`config.mk`:
```
export PLATFORM = sky130hd
export DESIGN_NAME = lzwenc_outq
export DESIGN_NICKNAME = d
export VERILOG_FILES = /design/src/rtl/lzwenc_pkg.sv /design/src/rtl/lzwenc_outq.sv
export SDC_FILE = /design/constraint.sdc
export NUM_CORES = 1
export LEC_CHECK = 0
export BUFFER_PORTS_ARGS = -buffer_cell sky130_fd_sc_hd__buf_2
export CAP_MARGIN = 30
export CORE_ASPECT_RATIO = 0.5
export CORE_MARGIN = 2
export CORE_UTILIZATION = 46
export CTS_CLUSTER_DIAMETER = 30
export DETAILED_ROUTE_END_ITERATION = 7
export PLACE_DENSITY_LB_ADDON = 0.1
export SLEW_MARGIN = 25
export SYNTH_ARGS = -nofsm -noshare
export SYNTH_HDL_FRONTEND = slang
export SYNTH_SLANG_ARGS = --single-unit
export TNS_END_PERCENT = 5
```
`constraint.sdc`:
```
create_clock -name i_clk -period 5.5 [get_ports i_clk]
set_input_delay 0.275 -clock i_clk [delete_from_list [all_inputs] [get_ports i_clk]]
set_output_delay 0.275 -clock i_clk [all_outputs]
set_load 0.03 [all_outputs]
```
`src/rtl/lzwenc_pkg.sv`:
```
`default_nettype none

package lzwenc_pkg;

    // Dictionary geometry
    localparam int CODE_LIMIT   = 4096;
    localparam int SYMBOL_COUNT = 256;

    // Fixed field widths
    localparam int PIX_W  = 8;
    localparam int CODE_W = 12;
    localparam int BITS_W = 4;
    localparam int GEN_W  = 8;

    // Derived widths
    localparam int VAL_W      = $clog2(CODE_LIMIT + 1);
    localparam int PREFIX_W   = $clog2(CODE_LIMIT);
    localparam int DICT_DEPTH = CODE_LIMIT * SYMBOL_COUNT;
    localparam int DICT_AW    = PREFIX_W + PIX_W;

    // Code constants
    localparam logic [CODE_W-1:0] CLEAR_CODE  = CODE_W'(SYMBOL_COUNT);
    localparam logic [VAL_W-1:0]  FIRST_FREE  = VAL_W'(SYMBOL_COUNT + 2);
    localparam logic [VAL_W-1:0]  LIMIT_VAL   = VAL_W'(CODE_LIMIT);
    localparam logic [BITS_W-1:0] START_WIDTH = BITS_W'(PIX_W + 1);
    localparam logic [BITS_W-1:0] MAX_WIDTH   = BITS_W'(CODE_W);
    localparam logic [GEN_W-1:0]  GEN_START   = GEN_W'(1);

    // Queues
    localparam int FQ_DEPTH = 2;
    localparam int FQ_AW    = $clog2(FQ_DEPTH);
    localparam int FQ_CW    = $clog2(FQ_DEPTH + 1);
    localparam int OQ_DEPTH = 4;
    localparam int OQ_AW    = $clog2(OQ_DEPTH);
    localparam int OQ_CW    = $clog2(OQ_DEPTH + 1);
    localparam int MAX_PUSH = 3;
    localparam int PUSH_CW  = $clog2(MAX_PUSH + 1);

    // Back-end sequencer states
    localparam logic [1:0] ST_SWEEP = 2'd0;
    localparam logic [1:0] ST_LOOK  = 2'd1;
    localparam logic [1:0] ST_WAIT  = 2'd2;

    typedef struct packed {
        logic [PIX_W-1:0] pixel;
        logic             last;
        logic             first;
    } t_item;

    typedef struct packed {
        logic [CODE_W-1:0] code;
        logic [BITS_W-1:0] bits;
        logic              eof;
    } t_word;

    typedef struct packed {
        logic [PUSH_CW-1:0]       count;
        t_word [MAX_PUSH-1:0]     word;
    } t_push;

    typedef struct packed {
        logic [GEN_W-1:0] tag;
        logic [VAL_W-1:0] val;
    } t_entry;

endpackage

`default_nettype wire

```
`src/rtl/lzwenc_outq.sv`:
```
`default_nettype none

module lzwenc_outq import lzwenc_pkg::*; (
    input  wire logic  i_clk,
    input  wire logic  i_rst_n,
    input  wire t_push i_push,
    output logic       o_room,
    output logic       o_valid,
    input  wire logic  i_ready,
    output t_word      o_word
);

    t_word            r_mem [OQ_DEPTH];
    logic [OQ_AW-1:0] r_wptr, r_rptr;
    logic [OQ_CW-1:0] r_count, n_count;
    logic             w_pop;

    assign o_valid = (r_count != '0);
    assign o_word  = r_mem[r_rptr];
    assign w_pop   = o_valid && i_ready;
    // Leave space for the largest burst one item can cause
    assign o_room  = (r_count <= OQ_CW'(OQ_DEPTH - MAX_PUSH));
    assign n_count = r_count + OQ_CW'(i_push.count) - OQ_CW'(w_pop);

    always_ff @(posedge i_clk) begin
        if (!i_rst_n) begin
            r_wptr  <= '0;
            r_rptr  <= '0;
            r_count <= '0;
        end else begin
            r_count <= n_count;
            r_wptr  <= r_wptr + OQ_AW'(i_push.count);
            if (w_pop) begin
                r_rptr <= r_rptr + OQ_AW'(1);
            end
        end
    end

    always_ff @(posedge i_clk) begin
        for (int k = 0; k < MAX_PUSH; k++) begin
            if (k < int'(i_push.count)) begin
                r_mem[r_wptr + OQ_AW'(k)] <= i_push.word[k];
            end
        end
    end

endmodule

`default_nettype wire

```
; ---- Word level (Yosys, flattened, before mapping)
; Memories as Yosys holds them, arrays and structs flattened. A register that Yosys moved wholly into a read port is not among the register bits.
; Index checks and enable logic that the tools add are counted.
[classes]
addsub = 6
multipliers = 0
div = 0
magnitude_cmp = 4
eq_ne = 0
shift = 0
n_mux = 8
bitwise_logic = 0
n_reduce_logical = 2
[ops]
columns = op, count
row1 = two-way mux 1 bit, 6
row2 = adder 2 x 1 -> 2 bit (second input constant), 2
row3 = < comparator 1 x 2 -> 1 bit (first input constant), 2
row4 = two-way mux 2 bit, 2
row5 = adder 3 x 2 -> 3 bit, 1
row6 = less-or-equal comparator 3 x 1 -> 1 bit (second input constant), 1
row7 = nonzero test 3 bit, 1
row8 = subtractor 3 x 1 -> 3 bit, 1
row9 = adder 2 bit, 1
row10 = adder 2 bit (second input constant), 1
row11 = < comparator 2 bit (first input constant), 1
row12 = logical AND 1 bit, 1
[word_totals]
regBits = 7
latch_bits = 0
mem_bits_rw = 68
romBits = 0
inputBits = 56
output_inout_bits = 19
wordCells = 24
mem_count = 1
[memory_table]
columns = memory, depth, width, read_ports, rd_ports_with_merged_regs, wr, line
row1 = r_mem, 4, 17, 1, 1, 3, lzwenc_outq.sv:13  ; t_word r_mem [OQ_DEPTH];

; ---- Logic depth before layout (Yosys ltp)
[depth]
ltp_word = 4
ltp_mapped = 9
mapped_depth_nobuf = 9

; ---- Worst setup path before layout
; Ideal clock, no wire load.
[synth_timing]
kind = reg-to-reg
start = register r_wptr[0]
end = memory r_mem[2][0] (netlist name) (enable)
arrival_ns = 2.141
required_time_ns = 5.082
path_slack_ns = 2.941
path_stages_with_launch = 5
path_buffers = 1
synth_period_minus_slack_ns = 2.559
path_cell_list = dfxtp_1 buf_6 o21a_1 nor2_1 a211oi_1
[synth_lines]
columns = element, line
row1 = start: declaration, lzwenc_outq.sv:14  ; logic [OQ_AW-1:0] r_wptr, r_rptr;
row2 = start signal: assignment, lzwenc_outq.sv:32  ; r_wptr <= r_wptr + OQ_AW'(i_push.count);
row3 = end: declaration, lzwenc_outq.sv:13

==> metrics.md <==
| Metric | Value |
|---|---|
| Die height | 73.9 um |
| Vias | 3583 |
| Synthesized area | 4490 um2 |
| Final setup fails | 0 |
| Period utilisation layout | 44.3% |
| Drt wl/cell | 18.6 um |
| Starting density of the core | 47.4% |
| Total wire length | 12.1 mm |
| Pin count of the biggest net entering global routing | 35 |
| Post-CTS sizing | 0 |
| Hold path start | i_rst_n |
| GRT Overall Usage | 24.3% |
| Syn nets | 512 |
| # Post-CTS Setup Buffers | 0 |
| H-Tree Depth | 3 |
| CP endpoint kind | flip-flop |
| WP data arrival | 2.46 ns |
| TritonCTS Buffers | 9 |
| Avg Vias per Cell | 5.52 |
| Total I/O pin count | 75 |
| Fmax | 411 MHz |
| Clock transition at path regs | 0.06 ns |
| Synth top area share | 45.5% |
| Instance count of the mapped netlist | 451 |
| # rows | 25 |
| Area of the die | 10600 um2 |
| Worst hold path cell count | 2 |
| Compound-Gate Fraction of Synth Area | 10.7% |
| # nets final | 570 |
| Worst-Skew Late Latency | 0.34 ns |
| Post-synthesis sequential area ratio | 49.5% |
| Yosys reg bits | 77 |
| Crit Reg-Reg Endpoint | r_mem[0][12] |
| IR drop worst, VDD | 0.308 mV |
| Core Box Area | 9480 um2 |
| Vias in the first global route | 3322 |
| Synth Area in XOR/XNOR | 1.17% |
| First-pass GRT wire length | 18.6 mm |
| Placed Cells | 633 |
| GP Congestion | 0.784 |
| # port buffers | 74 |
| Pre-antenna DRT Iters | 5 |
| Hold Crit Class | in -> reg |
| Most frequent cells in the layout | 137 x nand2_1, 74 x buf_2, 72 x nor2_1 |
| Critical Path Slowest Stage Cell | dfxtp_1 |
| Synth Warn # | 0 |
| Hold EP | r_wptr[1] |
| Pleak | 0.00205 uW |
| Share of cells above drive strength 1 | 24.1% |
| Async set or reset register ratio after synthesis | 0% |
| Final Critical Period | 2.43 ns |
| Status | finished, final reports clean |
| Reg2reg start | r_wptr[1] |
| Hold Vio Cnt, Final | 0 |
| Worst Tran Pin Value | 1.02 ns |
| Syn_area_per_cell | 9.96 um2 |
| CP max stage delay | 0.85 ns |
| Pins Over Slew Limit | 0 |
| MaxCap Viol Count | 0 |
| Largest family of logic cells by synthesized area | simple AND/OR/NAND/NOR gates |
| Skew final | 0.00741 ns |
| CTS tree | built |
| Max FO, Critical Path | 17 |
| Clk root buf | clkbuf_16 |
| Area Growth Syn to Fin | 14.8% |
| RSZ-0062 raised after global routing | false |
| Mux share of post-synthesis cell area | 8.52% |
| Post-Synth Adder-Cell Area | 1.56% |
| Non-Filler Instances | 649 |
| GR Overflow Total | 0 |
| Simple-gate share of the synthesized area | 22.3% |
| # hold bufs at CTS | 0 |
| Post-DRT Antenna Nets | 0 |
| Critical path class | reg -> reg |
| Post-synth EDFFs | 68 |
| CP cell instances | inv_1 -> a211oi_2 -> buf_4 |
| DRT iter0 DRCs | 312 |
| Worst endpoint required time | 5.53 ns |
| Synth cell types | 33 |
| Main synth FF type | edfxtp_1 |
| Sum of negative setup slack | 0 ns |
| Ant diodes | 0 |
| Power Density | 399 nW/um2 |
| Relative slew slack | 32.3% |
| Area contributors post-synth | edfxtp_1 45%, nand2_1 11%, a31oi_1 9.5% |
| Commonest non-fill, non-tap cell in the layout | nand2_1 |
| Clk buf depth | 2 |
| DP HPWL | 7.57 mm |
| Kind of cell adding the most delay to the critical path | flip-flops |
| Drt drc | 0 |
| CP Buf/Inv Count | 2 |
| CTS Sinks | 77 |
| Startpoint types | flip-flop |
| Cell taking the most area after synthesis | edfxtp_1 |
| Worst R2R Path Depth | 3 |
| Initial antenna violation count | 0 |
| R2R setup slack | 3.07 ns |
| Die X | 144 um |
layout make-up:
cell class	instances	area, um2
Clock inverter	6	63.8
Multi-Input combinational cell	334	2010
Sequential cell	77	2220
Clock buffer	10	229
Inverter	6	22.5
Timing Repair Buffer	81	434
Fill cell	854	4320
Tap cell	135	169
per-stage QoR:
stage	power, uW	cell area [um2]	utilization, %	setup WS (ns)	hold slack [ns]
after floorplan	1300	4490	-	2.94	0.397
after global placement	1480	4820	50.9	2.93	0.551
after detailed placement	1490	4860	51.3	3.10	0.553
after CTS	2070	5150	54.4	3.09	0.230
after global routing	2170	5150	54.4	2.94	0.237
final	2060	5150	54.4	3.07	0.231
metal layers:
layer	global-route usage, %	routed length, um
met5	0	0
met4	7.41	145
met3	6.13	913
met2	36.2	5300
met1	35.1	5710
how the worst max path moves through the flow:
stage                   start      endpoint  slack [ns]  cells past startpoint
floorplan           r_wptr[0]   r_mem[2][0]        2.94                      4
CTS                 r_wptr[1]  r_mem[0][12]        3.09                      3
global placement    r_wptr[0]  r_mem[2][12]        2.93                      4
detailed placement  r_wptr[1]  r_mem[0][12]        3.10                      3
finish              r_wptr[1]  r_mem[0][12]        3.07                      3
global route        r_wptr[1]   r_mem[0][9]        2.94                      3
synth_stat cells, types with 2 or more instances:
master    number
ha_1           4
xnor2_1        5
nand4b_4       2
buf_2         14
o21ai_0        2
buf_6         11
a211oi_1       2
nand2_1      137
nor2b_1        3
mux4_2        17
nor2_1        72
a31oi_1       68
and2_1         5
dfxtp_1        9
buf_4          8
nand3b_2       2
inv_1          6
and3b_1        2
edfxtp_1      68
cell families after synthesis:
kind of cell | count (synthesis)
compound gates | 76
xor+xnor | 6
flops | 77
buf+inv | 40
fa+ha+maj | 5
simple gates | 230
mux | 17
power by group:
group	switching, uW	internal (uW)
logic	405	259
registers	50.9	758
clock network	235	350
registers in the layout, indices dropped and copies added (netlist names), named ones only:
signal / count
r_wptr: 2
r_mem: 68
r_rptr: 2
r_count: 3
No activity file was read; power rests on OpenSTA's default activity.
