## config.mk

```make
export PLATFORM = sky130hd
export DESIGN_NAME = lzwenc_front
export DESIGN_NICKNAME = d
export VERILOG_FILES = /design/src/rtl/lzwenc_pkg.sv /design/src/rtl/lzwenc_front.sv
export SDC_FILE = /design/constraint.sdc
export NUM_CORES = 1
export LEC_CHECK = 0
export BUFFER_PORTS_ARGS = -buffer_cell sky130_fd_sc_hd__buf_2
export CAP_MARGIN = 5
export CORE_ASPECT_RATIO = 1.4
export CORE_UTILIZATION = 53
export CTS_BUF_LIST = sky130_fd_sc_hd__clkbuf_8
export DETAILED_ROUTE_END_ITERATION = 10
export GPL_ROUTABILITY_DRIVEN = 1
export HOLD_SLACK_MARGIN = 0.02
export PLACE_DENSITY = 0.8
export SYNTH_ARGS = -nofsm -noshare
export SYNTH_HDL_FRONTEND = slang
export SYNTH_SLANG_ARGS = --single-unit
```

## constraint.sdc

```tcl
create_clock -name i_clk -period 2 [get_ports i_clk]
set_clock_uncertainty 0.15 [all_clocks]
set_input_delay 0.5 -clock i_clk [delete_from_list [all_inputs] [get_ports i_clk]]
set_output_delay 0.5 -clock i_clk [all_outputs]
set_load 0.02 [all_outputs]
```

## src/rtl/lzwenc_pkg.sv

```systemverilog
`default_nettype none

package lzwenc_pkg;

    // Dictionary geometry
    localparam int CODE_LIMIT   = 4096;
    localparam int SYMBOL_COUNT = 256;

    // Fixed field widths
    localparam int PIX_W  = 8;
    localparam int CODE_W = 12;
    localparam int BITS_W = 4;
    localparam int GEN_W  = 8;

    // Derived widths
    localparam int VAL_W      = $clog2(CODE_LIMIT + 1);
    localparam int PREFIX_W   = $clog2(CODE_LIMIT);
    localparam int DICT_DEPTH = CODE_LIMIT * SYMBOL_COUNT;
    localparam int DICT_AW    = PREFIX_W + PIX_W;

    // Code constants
    localparam logic [CODE_W-1:0] CLEAR_CODE  = CODE_W'(SYMBOL_COUNT);
    localparam logic [VAL_W-1:0]  FIRST_FREE  = VAL_W'(SYMBOL_COUNT + 2);
    localparam logic [VAL_W-1:0]  LIMIT_VAL   = VAL_W'(CODE_LIMIT);
    localparam logic [BITS_W-1:0] START_WIDTH = BITS_W'(PIX_W + 1);
    localparam logic [BITS_W-1:0] MAX_WIDTH   = BITS_W'(CODE_W);
    localparam logic [GEN_W-1:0]  GEN_START   = GEN_W'(1);

    // Queues
    localparam int FQ_DEPTH = 2;
    localparam int FQ_AW    = $clog2(FQ_DEPTH);
    localparam int FQ_CW    = $clog2(FQ_DEPTH + 1);
    localparam int OQ_DEPTH = 4;
    localparam int OQ_AW    = $clog2(OQ_DEPTH);
    localparam int OQ_CW    = $clog2(OQ_DEPTH + 1);
    localparam int MAX_PUSH = 3;
    localparam int PUSH_CW  = $clog2(MAX_PUSH + 1);

    // Back-end sequencer states
    localparam logic [1:0] ST_SWEEP = 2'd0;
    localparam logic [1:0] ST_LOOK  = 2'd1;
    localparam logic [1:0] ST_WAIT  = 2'd2;

    typedef struct packed {
        logic [PIX_W-1:0] pixel;
        logic             last;
        logic             first;
    } t_item;

    typedef struct packed {
        logic [CODE_W-1:0] code;
        logic [BITS_W-1:0] bits;
        logic              eof;
    } t_word;

    typedef struct packed {
        logic [PUSH_CW-1:0]       count;
        t_word [MAX_PUSH-1:0]     word;
    } t_push;

    typedef struct packed {
        logic [GEN_W-1:0] tag;
        logic [VAL_W-1:0] val;
    } t_entry;

endpackage

`default_nettype wire

```

## src/rtl/lzwenc_front.sv

```systemverilog
`default_nettype none

module lzwenc_front import lzwenc_pkg::*; (
    input  wire logic             i_clk,
    input  wire logic             i_rst_n,
    input  wire logic             i_valid,
    output logic                  o_ready,
    input  wire logic [PIX_W-1:0] i_pixel,
    input  wire logic             i_last_pixel,
    output logic                  o_item_valid,
    output t_item                 o_item,
    input  wire logic             i_item_pop
);

    t_item             r_q [FQ_DEPTH];
    logic [FQ_AW-1:0]  r_wptr, r_rptr;
    logic [FQ_CW-1:0]  r_count, n_count;
    logic              r_in_frame;
    logic              w_push;
    t_item             w_item;

    assign o_ready      = (r_count < FQ_CW'(FQ_DEPTH));
    assign w_push       = i_valid && o_ready;
    assign o_item_valid = (r_count != '0);
    assign o_item       = r_q[r_rptr];

    // Tag the first word of each frame here so the back end needs no frame state
    always_comb begin
        w_item.pixel = i_pixel;
        w_item.last  = i_last_pixel;
        w_item.first = !r_in_frame;
        n_count      = r_count + FQ_CW'(w_push) - FQ_CW'(i_item_pop);
    end

    always_ff @(posedge i_clk) begin
        if (!i_rst_n) begin
            r_wptr     <= '0;
            r_rptr     <= '0;
            r_count    <= '0;
            r_in_frame <= 1'b0;
        end else begin
            r_count <= n_count;
            if (w_push) begin
                r_wptr     <= r_wptr + FQ_AW'(1);
                r_in_frame <= !i_last_pixel;
            end
            if (i_item_pop) begin
                r_rptr <= r_rptr + FQ_AW'(1);
            end
        end
    end

    always_ff @(posedge i_clk) begin
        if (w_push) begin
            r_q[r_wptr] <= w_item;
        end
    end

endmodule

`default_nettype wire

```

## Word-level counts from Yosys, hierarchy flattened

Memory sizes are Yosys's and may differ from the RTL's. A register that Yosys moved wholly into a read port is not among the register bits.
Index checks and enable logic that the tools add are counted.

| word-level totals | value |
|---|---|
| input port bits | 13 |
| memories | 1 |
| ROM bits | 0 |
| register bits | 5 |
| bits in writable memories | 20 |
| latch bits | 0 |

Memory list:

| memory | depth | width | read ports | clocked after Yosys merged registers in | wr ports | line | RTL |
|---|---|---|---|---|---|---|---|
| r_q | 2 | 10 | 1 | 1 | 1 | lzwenc_front.sv:15 | `t_item r_q [FQ_DEPTH];` |

| cells by class | value |
|---|---|
| reductions and logical operators | 4 |
| mux-type cells | 4 |
| multipliers | 0 |
| divide/modulo/power cells | 0 |
| bitwise operators | 0 |
| add/subtract/negate cells | 4 |
| shift operators | 0 |
| $lt $le $gt $ge | 1 |
| eq/ne operators | 0 |

Operators with widths:

| kind | number |
|---|---|
| 1-bit 2-to-1 mux | 4 |
| 1-bit adder, second input constant | 2 |
| 2-bit by 1-bit adder with 2-bit output | 1 |
| 1-bit logical NOT | 2 |
| 2-bit < comparator, second input constant | 1 |
| 2-bit nonzero test | 1 |
| 2-bit by 1-bit subtractor with 2-bit output | 1 |
| 1-bit logical AND | 1 |

## Depth between registers and ports, before layout

Gate-level depths: netlist of the first run.

| logic depth | value |
|---|---|
| depth after elaboration | 4 |
| depth in mapped cells | 5 |

## Worst setup path after synthesis of the first run

OpenSTA, ideal clock, no wires.

| timing | value |
|---|---|
| path kind | input port to flip-flop |
| from | input i_valid |
| to | register r_count[1] |
| stages on the path | 5 |
| path buffers | 0 |
| arrival time | 1,569 ps |
| path slack | 165 ps |
| library setup time | 116 ps |
| data required time | 1,734 ps |
| cell sequence | nor2b_1 xor2_1 ha_1 or3_1 and3_1 |

| on the way | value |
|---|---|
| word-level cells in the longest chain between the ends | 3 |

Ends and longest elaborated chain:

| what | line | RTL |
|---|---|---|
| start, declared | lzwenc_front.sv:6 | `input wire logic i_valid,` |
| 1-bit logical AND | lzwenc_front.sv:23 | `assign w_push = i_valid && o_ready;` |
| 2-bit by 1-bit adder with 2-bit output | lzwenc_front.sv:32 | `n_count = r_count + FQ_CW'(w_push) - FQ_CW'(i_item_pop);` |
| 2-bit by 1-bit subtractor with 2-bit output | lzwenc_front.sv:32 |  |
| end signal, assigned | lzwenc_front.sv:42 | `r_count <= n_count;` |
| end, declared | lzwenc_front.sv:17 | `logic [FQ_CW-1:0] r_count, n_count;` |

No other way between the ends.
A chain may end at the register's enable or synchronous reset.

==> flow_summary.ini, run 1 <==
[run_status]
outcome = completed

[global_routing]
grt.overflow.total = 0
grt_pass1_vias = 534
grt_max_degree = 15
grt_pass1_wl_mm = 2.297
antenna_found_initial = 0
grt_util_all_layers_pct = 17.40

[worst_setup_path]
setup.worst_path.class = flip-flop to output pin
end_kind = output pin
required_ps = 1350
start_kind = flip-flop
worstPathMaxFanout = 10
worst_ep_arrival_time_ps = 1260

[logic_synthesis]
yosys.area_share.simple_pct = 8.301
synth_compound_area_share_pct = 2.299
ys.flop_type = edfxtp_1
synth_edf_count = 20
syn-num-nets = 72
synthCells = 58
synth_xor_area_share_pct = 1.788
yosysSeqAreaShare_pct = 73.56
synthMostInstantiatedCell = edfxtp_1
ys_top_cells_by_count = 20 x edfxtp_1, 10 x mux2_2, 6 x dfxtp_1, 4 x and2_1, 3 x nor2b_1
synth_mux_area_share_pct = 11.49
synth_seq_cells = 26
synth_area_sq_um = 979.7
avgSynthCellArea_sq_um = 16.89
synthAdderAreaFrac_pct = 1.277
synthArstFlopShare_pct = 0
synth_top_area_share_pct = 61.30
synth_top_family_by_area = multiplexers
ys_warn_count = 0
yosysTopAreaCell = edfxtp_1
synthTopCellsByArea = edfxtp_1 61%, dfxtp_1 12%, mux2_2 11%
yosysUniqueCellTypes = 18

[clock_network]
clk-insertion-delay-late_ps = 270
clkSlewWorstSetupHoldPaths_ps = 90
cts_buffers = 3
tritoncts = done
hold_buffers = 0
root_buffer = clkbuf_8
clock_sinks = 26
htreeDepth = 1
cts.path.max_buffers = 2

[detailed_routing]
dr.pass1.iters = 4
drc = 0
wl_per_cell_microns = 13.92
ant_nets = 0
drtIter0Drc = 5
vias_per_cell = 5.131
vias = 549
routed_wl_mm = 1.489

[die]
core_sq_um = 1757
die_h_microns = 52.87
row_count = 18
initial_core_util_pct = 55.77
dieWidth_microns = 38.34
ios = 25
dieArea_sq_um = 2027

[pwr]
power_w = 0.001165
p_sw_share_pct = 23.60
ir_drop_uv = 703.1
power_density_nw_per_um2 = 977.6
clock_power_share_pct = 28.3
p_switching_w = 0.0002749
p_int_w = 0.0008896
combPwrFrac_pct = 15.7
p_seq_share_pct = 56.0
p_leak_nw = 0.4816

[sta]
period_minus_slack_ps = 1908
fin_tns_setup_ps = 0
holdWs_ps = 266.0
finalHoldViolCount = 0
slew_violations = 0
clock.fmax_ghz = 0.5242
period_share_pct = 95.39
worst_slew_pin_slew_ps = 471.6
rsz0062_at_grt = false
maxSlewHeadroom_pct = 68.56
setup_viol = 0

[place]
io_buffers = 24
globalplace.congestion = 0.6497
dp_hpwl_mm = 1.054

[finish]
fill_cells = 129
ff_latch_area_sq_um = 721.9
drive_gt1_share_pct = 48.28
nNetsFinal = 102
multi_input_area_sq_um = 246.5
num_antenna_cells = 0
area_growth_pct = 21.58

[min_path]
holdCritPathClass = input pin to flip-flop

[run]
cap_violations = 0
-- layer usage --
metal	up-vias	GRT usage [%]	share of wire (%)
li1	267	-	-
met1	256	19.48	40
met2	20	29.38	53
met3	6	5.042	4.4
met4	0	8.621	2.1
met5	-	0	0
-- critical path: stages, from the launching register on --
cell and delay (ps):
dfxtp_2 470, mux2_2 360, buf_2 160
-- through the flow --
stage / std cells / utilization (%) / worst slack [ps] / instance area [sq um]
global route: 107 / 67.81 / 26.38 / 1191
finish: 107 / 67.81 / 92.23 / 1191
detailed placement: 103 / 64.60 / 88.12 / 1135
floorplan: 58 / - / 165.2 / 979.7
global placement: 103 / 64.60 / 163.0 / 1135
CTS: 107 / 67.81 / 74.45 / 1191
-- power groups by stage --
stage / sequential (W) / clock (W) / combinational, W
after CTS: 0.000653 / 0.000335 / 0.000186
after floorplan: 0.000652 / 0 / 0.000128
after detailed placement: 0.000665 / 0 / 0.000185
after global routing: 0.000659 / 0.000351 / 0.000199
after global placement: 0.000663 / 0 / 0.000176
final: 0.000652 / 0.000330 / 0.000183
-- cells by family after synthesis --
family	count (synthesis)
AOI/OAI and AO/OA	3
xor gates and xnor gates	2
adders and majority gates	1
buffers and inverters	3
DFF	26
muxes	10
and+or+nand+nor	13
-- what timing repair did --
item	4_1_cts	5_1_grt
endpoints found under the setup margin	10	0
resized for setup	1	0
buffers inserted	0	0
-- final cells by class --
type / count / share of cell area, %
sequential: 26 / 60.61
timing repair buffer: 26 / 11.34
clock buffer: 4 / 4.622
tap: 20 / 2.101
multi-input combinational: 29 / 20.69
inverter: 2 / 0.6303
-- sequential cells by signal (all words and copies together) (netlist names), named ones only --
name and flops:
r_q 20, r_count 2, r_in_frame 1, r_rptr 1, r_wptr 1
-- cells in the final DEF (no fill, tap or decap), types with 2 or more instances in the layout --
cell,netlist,layout
and2_1,4,4
buf_2,1,24
buf_4,0,2
clkbuf_8,0,4
dfxtp_1,6,5
edfxtp_1,20,20
inv_1,2,2
mux2_2,10,10
nor2b_1,3,3
xor2_1,2,2
-- final timing paths --
kind / cells past startpoint / slack, ps / to / start
hold / removal: 1 / 270 / r_q[1][3] / i_pixel[1]
setup reg to reg: 3 / 370 / r_q[0][8] / r_count[1]
setup / recovery: 2 / 90 / o_item[2] / flip-flop
hold reg to reg: 1 / 340 / r_q[0][0] / r_in_frame
Power figures use the tool's default switching activity.
==> run 2, diff against run 1 <==
--- a/config.mk
+++ b/config.mk
@@ -5,6 +5,7 @@
 export SDC_FILE = /design/constraint.sdc
 export NUM_CORES = 1
 export LEC_CHECK = 0
+export ABC_AREA = 1
 export BUFFER_PORTS_ARGS = -buffer_cell sky130_fd_sc_hd__buf_2
 export CAP_MARGIN = 5
 export CORE_ASPECT_RATIO = 1.4
==> run 2 against run 1 <==
Against the previous run: fmax up 0.17%; sequential cell count stayed put; core utilization unchanged; largest cell class unchanged; highest routed layer unchanged.
==> flow_summary.ini, run 2 <==
[sta]
worst_slew_pin_slew_ps = 232.4
period_minus_slack_ps = 1905
holdWs_ps = 269.5
maxSlewHeadroom_pct = 84.51
finalHoldViolCount = 0
clock.fmax_ghz = 0.5250
rsz0062_at_grt = false
fin_tns_setup_ps = 0
slew_violations = 0
setup_viol = 0
period_share_pct = 95.23

[logic_synthesis]
synth_seq_cells = 26
synthCells = 66
synthArstFlopShare_pct = 0
ys_warn_count = 0
synth_area_sq_um = 992.2
yosysTopAreaCell = edfxtp_1
avgSynthCellArea_sq_um = 15.03
ys_top_cells_by_count = 20 x edfxtp_1, 10 x mux2_2, 7 x inv_1, 6 x dfxtp_1, 6 x nor2_1
ys.flop_type = edfxtp_1
yosysUniqueCellTypes = 18
synth_top_area_share_pct = 60.53
synth_edf_count = 20
synthTopCellsByArea = edfxtp_1 61%, dfxtp_1 12%, mux2_2 11%
synthMostInstantiatedCell = edfxtp_1
syn-num-nets = 80
yosysSeqAreaShare_pct = 72.64

[detailed_routing]
dr.pass1.iters = 4
wl_per_cell_microns = 13.84
vias_per_cell = 5.200
drtIter0Drc = 9
vias = 598
routed_wl_mm = 1.592
drc = 0
ant_nets = 0

[worst_setup_path]
cpMaxStageDelayCell = dfxtp_2
required_ps = 1350
start_kind = flip-flop
end_kind = output pin
worstPathMaxFanout = 10
worst_ep_arrival_time_ps = 1250
critical-path-max-stage-delay_ps = 470
path_cells = mux2_2 -> buf_2
critPathTopFamily = flip-flops
critPathBufInv = 1
setup.worst_path.class = flip-flop to output pin

[clock_network]
cts_buffers = 3
root_buffer = clkbuf_8
cts-resized-gates = 1
hold_buffers = 0
clkSlewWorstSetupHoldPaths_ps = 70
cts_setup_buffers = 0
htreeDepth = 1
tritoncts = done
clk-insertion-delay-late_ps = 260
cts.path.max_buffers = 2
clock_sinks = 26

[die]
die_h_microns = 53.20
initial_core_util_pct = 56.48
ios = 25
core_sq_um = 1757
dieWidth_microns = 38.57
row_count = 18
dieArea_sq_um = 2051

[finish]
largest_reg_flops = 20
fill_cells = 121
num_antenna_cells = 0
fin_util_pct = 67.81
layout.cells.most_common = buf_2
top_regs = r_q x20, r_count x2
layout_common_cells = 24 x buf_2, 20 x edfxtp_1, 10 x mux2_2, 7 x inv_1, 6 x nor2_1
stdcell_area_sq_um = 1191
area_growth_pct = 20.05
regMostFlops = r_q
nNetsFinal = 111
drive_gt1_share_pct = 48.42

[global_routing]
antenna_found_initial = 0
grt_pass1_wl_mm = 2.573
grt_max_degree = 14
grt_pass1_vias = 634
grt_util_all_layers_pct = 20.09
grt.overflow.total = 0

[pwr]
p_int_w = 0.0008486
clock_power_share_pct = 24.7
p_leak_nw = 0.4899
p_switching_w = 0.0002757
power_density_nw_per_um2 = 943.8
p_seq_share_pct = 58.2
power_w = 0.001124
combPwrFrac_pct = 17.2
ir_drop_uv = 670.8
p_sw_share_pct = 24.52

[run]
cap_violations = 0

[place]
placed_area_sq_um = 1149
dp_hpwl_mm = 1.249
io_buffers = 24
globalplace.congestion = 0.6115

[min_path]
holdCritPathClass = input pin to flip-flop

[run_status]
outcome = completed
run 2: cell count changes after synthesis, sizes merged, moves of 3 or more:
cell   previous run  this run
and2              4         0
inv               2         8
nand2             1         4
nor2              0         7
nor2b             3         0
run 2: worst paths after layout:
path,start,cells after the start,slack [ps],end
worst min register to register,r_in_frame,1,360,r_q[1][0]
worst max-delay path,flip-flop,2,100,o_item[6]
worst min-delay path,i_pixel[5],1,270,r_q[1][7]
worst max register to register,r_count[1],7,650,r_count[1]
run 2: cell families (layout without fill, tap and decap cells):
kind of cell               count (synthesis)  after routing  synth area share [%]
DFF                                       26             26                 72.64
and+or+nand+nor                           15             15                 7.315
muxes                                     10             10                 11.35
AOI/OAI and AO/OA                          3              3                 1.513
xor gates and xnor gates                   2              2                 1.766
buffers and inverters                      9             38                 4.161
adders and majority gates                  1              1                 1.261
run 2: per-stage QoR:
step           setup slack [ps]  instances
6_report                  95.38        115
5_1_grt                   27.66        115
4_1_cts                   55.52        115
3_5_place_dp              205.0        112
3_3_place_gp              223.3        112
2_1_floorplan             451.9         66
run 2: layer usage:
metal  part of all wire, %  GRT usage, %  routed length, microns
met2                    58         36.11                     916
met3                   4.5         5.462                      71
met4                   3.5         15.52                      55
met1                    34         17.43                     549
met5                     0             0                       0
run 2: power groups by stage:
stage / sequential [W] / clock [W] / combinational, W
after detailed placement: 0.000667 / 0 / 0.000196
after floorplan: 0.000654 / 0 / 0.000137
after global routing: 0.000661 / 0.000305 / 0.000211
after CTS: 0.000656 / 0.000286 / 0.000196
after global placement: 0.000663 / 0 / 0.000188
final: 0.000654 / 0.000277 / 0.000193
run 2: final cells by class:
class,instances,area [sq um],area share [%]
clock buffers,3,41.29,3.466
inverters,8,30.03,2.521
multi-input cells,31,230.2,19.33
flip-flops and latches,26,721.9,60.61
well taps,20,25.02,2.101
repair buffers,27,142.6,11.97
